<file path="config.mk">
export PLATFORM = sky130hd
export DESIGN_NAME = binary_min_heap_flat
export DESIGN_NICKNAME = d
export VERILOG_FILES = /design/src/hdl/bmh_pkg.sv /design/src/hdl/bmh_stream_if.sv /design/src/hdl/binary_min_heap.sv /design/src/hdl/bmh_cell.sv /design/src/flat_wrapper.sv
export VERILOG_INCLUDE_DIRS = /design/src /design/src/hdl
export SDC_FILE = /design/constraint.sdc
export NUM_CORES = 2
export LEC_CHECK = 0
export BUFFER_PORTS_ARGS = -buffer_cell sky130_fd_sc_hd__buf_2
export CORE_MARGIN = 1
export CORE_UTILIZATION = 58
export DETAILED_ROUTE_END_ITERATION = 16
export PLACE_DENSITY = 0.78
export SKIP_CTS_REPAIR_TIMING = 1
export SYNTH_ARGS = -nofsm -noshare
export SYNTH_HDL_FRONTEND = slang
export SYNTH_SLANG_ARGS = --single-unit
</file>
<file path="constraint.sdc">
create_clock -name i_clk -period 7.1 [get_ports i_clk]
set_input_delay 0.71 -clock i_clk [delete_from_list [all_inputs] [get_ports i_clk]]
set_output_delay 0.71 -clock i_clk [all_outputs]
set_load 0.01 [all_outputs]
</file>
<file path="src/hdl/binary_min_heap_macros.svh">
// assertion macros for the binary min-heap
// no dependencies; taken in by binary_min_heap, which checks its own logic
`ifndef BINARY_MIN_HEAP_MACROS_SVH
`define BINARY_MIN_HEAP_MACROS_SVH

`ifndef SYNTHESIS

// checked property, held off while reset is asserted
`define BMH_ASSERT(label, clk, rst_n, prop, msg) \
    label: assert property (@(posedge clk) disable iff (!rst_n) prop) else $error(msg);

// checked property that also holds across reset
`define BMH_ASSERT_ALWAYS(label, clk, prop, msg) \
    label: assert property (@(posedge clk) prop) else $error(msg);

`else

`define BMH_ASSERT(label, clk, rst_n, prop, msg)

`define BMH_ASSERT_ALWAYS(label, clk, prop, msg)

`endif

`endif

</file>
<file path="src/hdl/bmh_pkg.sv">
// shared types and constants of the binary min-heap
// no dependencies
package bmh_pkg;

    localparam int KEY_W    = 32;
    localparam int STATUS_W = 2;
    localparam int TOTAL_W  = 6;

    // request codes
    localparam logic REQ_INSERT = 1'b0;
    localparam logic REQ_REMOVE = 1'b1;

    // status codes
    localparam logic [STATUS_W-1:0] ST_OK        = 2'd0;
    localparam logic [STATUS_W-1:0] ST_FULL      = 2'd1;
    localparam logic [STATUS_W-1:0] ST_EMPTY     = 2'd2;
    localparam logic [STATUS_W-1:0] ST_NOT_FOUND = 2'd3;

    typedef logic signed [KEY_W-1:0] t_key;

    // what one cell shows its neighbours
    typedef struct packed {
        logic [KEY_W-1:0] key;
        logic             valid;
        logic             gt;     // slot empty or holds a key above the request key
        logic             seen;   // a match lies at or before this cell
    } t_link;

    // broadcast control to every cell
    typedef struct packed {
        logic             ins;
        logic             rem;
        logic             scan;
        logic [KEY_W-1:0] key;
    } t_cell_ctl;

endpackage

</file>
<file path="src/hdl/bmh_stream_if.sv">
// request and result channels of the binary min-heap
// depends on bmh_pkg
interface bmh_req_if;
    import bmh_pkg::*;

    logic             valid;
    logic             ready;
    logic             req_type;
    logic [KEY_W-1:0] key_value;

    modport source (output valid, output req_type, output key_value, input ready);
    modport sink   (input valid, input req_type, input key_value, output ready);
endinterface

interface bmh_res_if;
    import bmh_pkg::*;

    logic                valid;
    logic                ready;
    logic [STATUS_W-1:0] status;
    logic [TOTAL_W-1:0]  entry_total;
    logic                min_valid;
    logic [KEY_W-1:0]    min_key;

    modport source (output valid, output status, output entry_total, output min_valid,
                    output min_key, input ready);
    modport sink   (input valid, input status, input entry_total, input min_valid,
                    input min_key, output ready);
endinterface

</file>
<file path="src/hdl/binary_min_heap.sv">
// top level of the binary min-heap priority queue
// depends on bmh_pkg, bmh_stream_if, bmh_cell and binary_min_heap_macros.svh
//
// priority queue of signed 32-bit keys, up to CAPACITY entries
// i_req carries one word per request: req_type (insert or remove) and key_value
// o_res carries one word per request: status, entry_total, min_valid, min_key
// both channels move a word at a clock edge where valid and ready are high
// keys sit in a chain of cells kept in ascending order, smallest in cell 0
// an insert lands in S_APPLY: every larger key moves one cell up
// a remove first ripples a match flag along the chain, one cell a cycle,
// through the S_SCAN state, then closes the gap in S_APPLY
// an insert goes from request word through S_APPLY and S_EMIT to the result;
// a remove runs the S_SCAN match ripple before S_APPLY, so it takes longer
// one request is worked at a time; the next is taken once the result sits
// in the output register, so a new word goes in while the last result waits
// a stalled receiver holds the result word and blocks only the next emit
// reset (synchronous, active low) empties the queue at once; no sweep is run
// status codes: ok, full on insert, empty on remove, key not found
`include "binary_min_heap_macros.svh"

module binary_min_heap #(
    parameter int CAPACITY = 32
) (
    input  logic i_clk,
    input  logic i_rst_n,
    bmh_req_if.sink   i_req,
    bmh_res_if.source o_res
);
    import bmh_pkg::*;

    localparam int CW = $clog2(CAPACITY + 1);
    localparam int SW = $clog2(CAPACITY);

    localparam logic [1:0] S_IDLE  = 2'd0;
    localparam logic [1:0] S_SCAN  = 2'd1;
    localparam logic [1:0] S_APPLY = 2'd2;
    localparam logic [1:0] S_EMIT  = 2'd3;

    logic [1:0]          r_state;
    logic [1:0]          n_state;
    logic                r_type;
    logic [KEY_W-1:0]    r_key;
    logic [SW-1:0]       r_scan;
    logic [SW-1:0]       n_scan;
    logic [CW-1:0]       r_count;
    logic [CW-1:0]       n_count;
    logic [STATUS_W-1:0] r_status;
    logic [STATUS_W-1:0] n_status;

    // output register
    logic                r_out_valid;
    logic [STATUS_W-1:0] r_out_status;
    logic [TOTAL_W-1:0]  r_out_total;
    logic                r_out_min_valid;
    logic [KEY_W-1:0]    r_out_min_key;

    logic       w_accept;
    logic       w_out_free;
    logic       w_emit;
    logic       w_full;
    logic       w_found;
    t_cell_ctl  w_ctl;
    t_link      w_link [CAPACITY];
    logic [CAPACITY-1:0] w_valid;
    t_link      w_tie;

    assign i_req.ready = (r_state == S_IDLE);
    assign w_accept    = i_req.valid && i_req.ready;
    assign w_out_free  = !r_out_valid || o_res.ready;
    assign w_emit      = (r_state == S_EMIT) && w_out_free;
    assign w_full      = (r_count == CW'(CAPACITY));
    // at the end of the scan the last cell knows whether any cell matched
    assign w_found     = w_link[CAPACITY-1].seen;

    assign w_ctl.key  = r_key;
    assign w_ctl.scan = (r_state == S_SCAN);
    assign w_ctl.ins  = (r_state == S_APPLY) && (r_type == REQ_INSERT) && !w_full;
    assign w_ctl.rem  = (r_state == S_APPLY) && (r_type == REQ_REMOVE)
                        && (r_count != '0) && w_found;

    // ends of the chain: nothing below cell 0, an empty slot above the last
    assign w_tie.key   = '0;
    assign w_tie.valid = 1'b0;
    assign w_tie.gt    = 1'b0;
    assign w_tie.seen  = 1'b0;

    genvar gi;
    generate
        for (gi = 0; gi < CAPACITY; gi++) begin : g_cell
            t_link w_prev;
            t_link w_next;
            if (gi == 0) begin : g_first
                assign w_prev = w_tie;
            end else begin : g_mid_lo
                assign w_prev = w_link[gi-1];
            end
            if (gi == CAPACITY - 1) begin : g_last
                assign w_next = w_tie;
            end else begin : g_mid_hi
                assign w_next = w_link[gi+1];
            end
            bmh_cell u_cell (
                .i_clk   (i_clk),
                .i_rst_n (i_rst_n),
                .i_ctl   (w_ctl),
                .i_prev  (w_prev),
                .i_next  (w_next),
                .o_link  (w_link[gi])
            );
            assign w_valid[gi] = w_link[gi].valid;
        end
    endgenerate

    // request sequencing
    always_comb begin
        n_state  = r_state;
        n_scan   = r_scan;
        n_count  = r_count;
        n_status = r_status;
        case (r_state)
            S_IDLE: begin
                if (w_accept) begin
                    n_scan = '0;
                    if (i_req.req_type == REQ_INSERT) begin
                        n_state = S_APPLY;
                    end else begin
                        n_state = S_SCAN;
                    end
                end
            end
            S_SCAN: begin
                n_scan = r_scan + SW'(1);
                if (r_scan == SW'(CAPACITY - 1)) begin
                    n_state = S_APPLY;
                end
            end
            S_APPLY: begin
                n_state = S_EMIT;
                if (r_type == REQ_INSERT) begin
                    if (w_full) begin
                        n_status = ST_FULL;
                    end else begin
                        n_status = ST_OK;
                        n_count  = r_count + CW'(1);
                    end
                end else if (r_count == '0) begin
                    n_status = ST_EMPTY;
                end else if (!w_found) begin
                    n_status = ST_NOT_FOUND;
                end else begin
                    n_status = ST_OK;
                    n_count  = r_count - CW'(1);
                end
            end
            S_EMIT: begin
                if (w_out_free) begin
                    n_state = S_IDLE;
                end
            end
            default: begin
                n_state = S_IDLE;
            end
        endcase
    end

    always_ff @(posedge i_clk) begin
        if (!i_rst_n) begin
            r_state     <= S_IDLE;
            r_count     <= '0;
            r_out_valid <= 1'b0;
        end else begin
            r_state <= n_state;
            r_count <= n_count;
            if (w_emit) begin
                r_out_valid <= 1'b1;
            end else if (o_res.ready) begin
                r_out_valid <= 1'b0;
            end
        end
        r_scan   <= n_scan;
        r_status <= n_status;
        if (w_accept) begin
            r_type <= i_req.req_type;
            r_key  <= i_req.key_value;
        end
        // result word taken from the chain once the operation has settled
        if (w_emit) begin
            r_out_status    <= r_status;
            r_out_total     <= TOTAL_W'(r_count);
            r_out_min_valid <= w_link[0].valid;
            r_out_min_key   <= w_link[0].valid ? w_link[0].key : '0;
        end
    end

    assign o_res.valid       = r_out_valid;
    assign o_res.status      = r_out_status;
    assign o_res.entry_total = r_out_total;
    assign o_res.min_valid   = r_out_min_valid;
    assign o_res.min_key     = r_out_min_key;

    // occupied cells always number exactly the entry count
    `BMH_ASSERT(a_count_matches_cells, i_clk, i_rst_n, ($countones(w_valid) == int'(r_count)), "cell occupancy disagrees with entry count")
    // count never passes capacity
    `BMH_ASSERT(a_count_bound, i_clk, i_rst_n, (r_count <= CW'(CAPACITY)), "entry count above capacity")
    // key in cell 0 is no larger than the key in cell 1
    `BMH_ASSERT(a_min_order, i_clk, i_rst_n, (w_link[0].valid && w_link[1].valid) |-> ($signed(w_link[0].key) <= $signed(w_link[1].key)), "chain out of order at the root")
    // a successful insert grows the queue by one
    `BMH_ASSERT(a_insert_grows, i_clk, i_rst_n, w_ctl.ins |=> (r_count == $past(r_count) + CW'(1)), "insert did not grow the count")
    // reset returns the sequencer to idle
    `BMH_ASSERT_ALWAYS(a_reset_idle, i_clk, !i_rst_n |=> (r_state == S_IDLE && !r_out_valid), "sequencer not idle after reset")

endmodule

</file>
<file path="src/hdl/bmh_cell.sv">
// one slot of the sorted key chain
// depends on bmh_pkg
module bmh_cell (
    input  logic              i_clk,
    input  logic              i_rst_n,
    input  bmh_pkg::t_cell_ctl i_ctl,
    input  bmh_pkg::t_link    i_prev,
    input  bmh_pkg::t_link    i_next,
    output bmh_pkg::t_link    o_link
);
    import bmh_pkg::*;

    logic [KEY_W-1:0] r_key;
    logic [KEY_W-1:0] n_key;
    logic             r_valid;
    logic             n_valid;
    logic             r_seen;
    logic             n_seen;
    logic             w_gt;
    logic             w_ge;
    logic             w_eq;

    assign w_gt = !r_valid || ($signed(r_key) > $signed(i_ctl.key));
    assign w_ge = r_valid && ($signed(r_key) >= $signed(i_ctl.key));
    assign w_eq = r_valid && (r_key == i_ctl.key);

    always_comb begin
        n_key   = r_key;
        n_valid = r_valid;
        n_seen  = r_seen;
        if (i_ctl.ins && w_gt) begin
            // first larger slot takes the new key, the rest shift up by one
            if (i_prev.gt) begin
                n_key   = i_prev.key;
                n_valid = i_prev.valid;
            end else begin
                n_key   = i_ctl.key;
                n_valid = 1'b1;
            end
        end else if (i_ctl.rem && w_ge) begin
            // matching slot and all above it close the gap
            n_key   = i_next.key;
            n_valid = i_next.valid;
        end
        if (i_ctl.scan) begin
            n_seen = i_prev.seen | w_eq;
        end
    end

    always_ff @(posedge i_clk) begin
        if (!i_rst_n) begin
            r_valid <= 1'b0;
        end else begin
            r_valid <= n_valid;
        end
        r_key  <= n_key;
        r_seen <= n_seen;
    end

    assign o_link.key   = r_key;
    assign o_link.valid = r_valid;
    assign o_link.gt    = w_gt;
    assign o_link.seen  = r_seen;

endmodule
</file>
<file path="src/flat_wrapper.sv">
// flat-port wrapper written by rule: the top's interface ports become plain ports
module binary_min_heap_flat import bmh_pkg::*;
#(
    parameter int CAPACITY = 32
)
  (i_clk, i_rst_n, i_req_valid, i_req_req_type, i_req_key_value, i_req_ready, o_res_valid, o_res_status, o_res_entry_total, o_res_min_valid, o_res_min_key, o_res_ready);
  bmh_req_if i_req_i ();
  bmh_res_if o_res_i ();
  input  logic i_clk;
  input  logic i_rst_n;
  input wire logic [$bits(i_req_i.valid)-1:0] i_req_valid;
  input wire logic [$bits(i_req_i.req_type)-1:0] i_req_req_type;
  input wire logic [$bits(i_req_i.key_value)-1:0] i_req_key_value;
  output wire logic [$bits(i_req_i.ready)-1:0] i_req_ready;
  output wire logic [$bits(o_res_i.valid)-1:0] o_res_valid;
  output wire logic [$bits(o_res_i.status)-1:0] o_res_status;
  output wire logic [$bits(o_res_i.entry_total)-1:0] o_res_entry_total;
  output wire logic [$bits(o_res_i.min_valid)-1:0] o_res_min_valid;
  output wire logic [$bits(o_res_i.min_key)-1:0] o_res_min_key;
  input wire logic [$bits(o_res_i.ready)-1:0] o_res_ready;
  assign i_req_i.valid = i_req_valid;
  assign i_req_i.req_type = i_req_req_type;
  assign i_req_i.key_value = i_req_key_value;
  assign i_req_ready = i_req_i.ready;
  assign o_res_valid = o_res_i.valid;
  assign o_res_status = o_res_i.status;
  assign o_res_entry_total = o_res_i.entry_total;
  assign o_res_min_valid = o_res_i.min_valid;
  assign o_res_min_key = o_res_i.min_key;
  assign o_res_i.ready = o_res_ready;
  binary_min_heap #(.CAPACITY(CAPACITY)) u_core (.i_clk(i_clk), .i_rst_n(i_rst_n), .i_req(i_req_i), .o_res(o_res_i));
endmodule
</file>
==> impl_metrics.env <==
export IMPL_drc=0
export IMPL_irDropWorstVdd_mv=0.240
export IMPL_drive_gt1_frac=0.0771
export IMPL_syn_avg_cell_area_um2=9.45
export IMPL_antenna_left=0
export IMPL_netlist_area_um2=80500
export IMPL_cts_made_buffers=139
export IMPL_drt_iter0_drc=10088
export IMPL_drv_slew=0
export IMPL_syn_nets=9594
export IMPL_ioPinCount=80
export IMPL_regArea_um2=35000
export IMPL_grt_max_degree=68
export IMPL_fmax_ghz=0.175
export IMPL_seq_area_frac_synth=0.434
export IMPL_gp_congestion=0.998
export IMPL_grtUsageTotal=0.401
export IMPL_antenna_found_initial=10
export IMPL_crit_required_ps=7510
export IMPL_rows=136
export IMPL_worst_slew_pin_slew_ps=1250
export IMPL_p_switching_uw=12600
export IMPL_slew_headroom=0.168
export IMPL_arrival_ps=6130
export IMPL_vias=70644
export IMPL_fin_crit_sh=0.805
export IMPL_cts_sinks=1178
export IMPL_finClkSkew_ps=30.2
export IMPL_p_int_uw=18300
export IMPL_die_w_um=375
export IMPL_clk_pin_slew_ps=60
export IMPL_cts_tree="yes"
export IMPL_start_kind="flop"
export IMPL_status="completed"
export IMPL_finalHoldViolations=0
export IMPL_rsz0062_at_grt="no"
export IMPL_comb_power_share=0.383
export IMPL_finalNonFillerCells=10354
export IMPL_maxCapViolCount=0
export IMPL_fin_nets=9514
export IMPL_ys_warnings_count=0
export IMPL_multi_input_area_um2=43400
export IMPL_grt_overflow=0
export IMPL_crit_type="flop to flop"
export IMPL_period_needed_ps=5720
export IMPL_crit_fanout=64
export IMPL_syn_instance_count=8522
export IMPL_synth_edff_count=1137
export IMPL_dp_cells=10095
export IMPL_dr_pass1_iters=6
export IMPL_clk_latency_ps=800
export IMPL_ys_async_sr_fraction=0
export IMPL_die_area_um2=140000
export IMPL_port_buffer_count=79
export IMPL_cts_root_buffer="clkbuf_16"
export IMPL_p_sw_frac=0.407
export IMPL_place_hpwl_um=205000
export IMPL_area_growth_synth_to_final_pct=9.20
export IMPL_core_um2=138000
export IMPL_cts_buffer_depth=3
export IMPL_wirelength_um=290000
export IMPL_start_util=0.585
export IMPL_yosysUniqueCellTypes=83
export IMPL_powerDensity_nw_per_um2=352
export IMPL_hold_path_class="input port to flop"
export IMPL_cp_end_kind="flop"
export IMPL_r2r_slack_ps=1380
export IMPL_post_drt_wl_per_cell_um=28.0
export IMPL_h_tree_depth=4
export IMPL_nFillCells=11162
export IMPL_synth_seq_cells=1178
export IMPL_finalSetupViolCount=0
export IMPL_power_frac_clock=0.241
export IMPL_setup_tns_final_ps=0
export IMPL_synth_flop_cell="edfxtp_1"
export IMPL_viasPerCell=6.82
export IMPL_die_y_um=375
export IMPL_pwr_share_seq=0.376
export IMPL_leakagePower_uw=0.0358
export IMPL_first_global_vias=66253
export IMPL_grt_pass1_wl_um=421000
[synth_stat cells (all sizes together), types with 54 or more instances]
| cell | number | area, um2 |
|---|---|---|
| nor3 | 54 | 270 |
| nor2 | 1480 | 5560 |
| o21ai | 449 | 2250 |
| mux2i | 375 | 3750 |
| a21oi | 1736 | 8690 |
| inv | 128 | 480 |
| a21o | 115 | 863 |
| nand4 | 197 | 1230 |
| nand2 | 535 | 2010 |
| and2 | 55 | 344 |
| ha | 1034 | 12900 |
| edfxtp | 1137 | 34100 |
| buf | 126 | 632 |
| nor2b | 59 | 369 |
| clkbuf | 384 | 1440 |
| nand3 | 95 | 475 |
[metal layers]
layer | track usage | part of all wire | vias up | wire length [um]
met5 | 0 | 0.00033 | - | 97
met4 | 0.239 | 0.066 | 12 | 19200
met3 | 0.0983 | 0.13 | 947 | 37100
met2 | 0.599 | 0.43 | 4792 | 124000
met1 | 0.528 | 0.38 | 33413 | 110000
li1 | - | - | 31480 | -
[area by class of cell]
class                           instances  area share
Multi-Input combinational cell       6705       0.493
Sequential cell                      1178       0.398
Clock buffer                          180      0.0435
Tap cell                             1794      0.0255
Timing Repair Buffer                  289      0.0253
Clock inverter                         76     0.00916
Inverter                              129     0.00551
Antenna cell                            3   0.0000854
[logic make-up (layout without fill, tap and decap cells)]
family	after synthesis	after routing	share of synthesized area
muxes	412	412	0.0518
xor gates and xnor gates	13	13	0.00141
other	0	3	0
buffers and inverters	639	674	0.0318
adders and majority gates	1035	1035	0.161
DFF	1178	1178	0.434
AOI/OAI and AO/OA	2636	2636	0.181
and+or+nand+nor	2609	2609	0.139
[worst max-delay path: stages (launching register included)]
cell and delay, ps:
edfxtp_1 980, inv_2 520, buf_4 350, ha_1 370, nand4_1 140, or4b_2 750, a31o_1 240, and4_1 240
o31ai_4 170, buf_4 560, and2_2 270, a31o_2 740
[placed cells by master (no fill, tap or decap), types with 58 or more instances in the layout]
| cell type | netlist | layout |
|---|---|---|
| a21o_1 | 115 | 114 |
| a21oi_1 | 1736 | 1729 |
| buf_2 | 82 | 79 |
| buf_4 | 3 | 190 |
| clkbuf_16 | 0 | 146 |
| edfxtp_1 | 1137 | 1137 |
| ha_1 | 1034 | 1033 |
| inv_1 | 128 | 97 |
| mux2i_1 | 375 | 375 |
| nand2_1 | 535 | 529 |
| nand3_1 | 95 | 93 |
| nand4_1 | 197 | 197 |
| nor2_1 | 1480 | 1478 |
| nor2b_1 | 59 | 58 |
| o21ai_0 | 445 | 443 |
[sequential cells by signal (all words and copies together) (netlist names)]
signal and cells:
u_core.o_res.valid 1, u_core.o_res.min_valid 1, u_core.r_type 1, u_core.g_cell.u_cell.r_key 1024
u_core.r_count 6, u_core.g_cell.u_cell.r_valid 32, u_core.o_res.status 2, u_core.r_scan 5
u_core.r_status 2, u_core.r_state 2, u_core.r_key 32, u_core.o_res.entry_total 6
u_core.o_res.min_key 32, u_core.g_cell.u_cell.r_seen 32
[worst paths after layout]
kind,startpoint,end,depth (start not counted)
setup / recovery,u_core.r_key[31]$_DFFE_PP_,u_core.g_cell[29].u_cell.r_key[15]$_DFFE_PP_,11
hold / removal,i_req_key_value[0],u_core.r_key[0]$_DFFE_PP_,1
setup reg to reg,u_core.r_key[31]$_DFFE_PP_,u_core.g_cell[29].u_cell.r_key[15]$_DFFE_PP_,11
hold reg to reg,u_core.r_status[0]$_DFFE_PP_,u_core.o_res.status[0]$_DFFE_PP_,0
[metrics by stage]
stage               setup slack, ps  power (uW)  area (um2)   util  hold WS [ps]
floorplan                      1310       18400       80500      -           400
global placement               1760       22500       83300  0.605           407
detailed placement             1570       23000       83300  0.605           421
CTS                            1530       30400       87900  0.639          57.3
global route                   1330       32300       87900  0.639          74.3
finish                         1380       31000       87900  0.639          85.8
[power groups by stage]
stage | registers (uW) | clock network [uW] | logic (uW)
after floorplan | 10800 | 0 | 7650
after global placement | 11600 | 0 | 10900
after detailed placement | 11600 | 0 | 11400
after CTS | 11500 | 7450 | 11500
after global routing | 11700 | 7690 | 12900
final | 11600 | 7450 | 11900
Power figures use the tool's default switching activity.
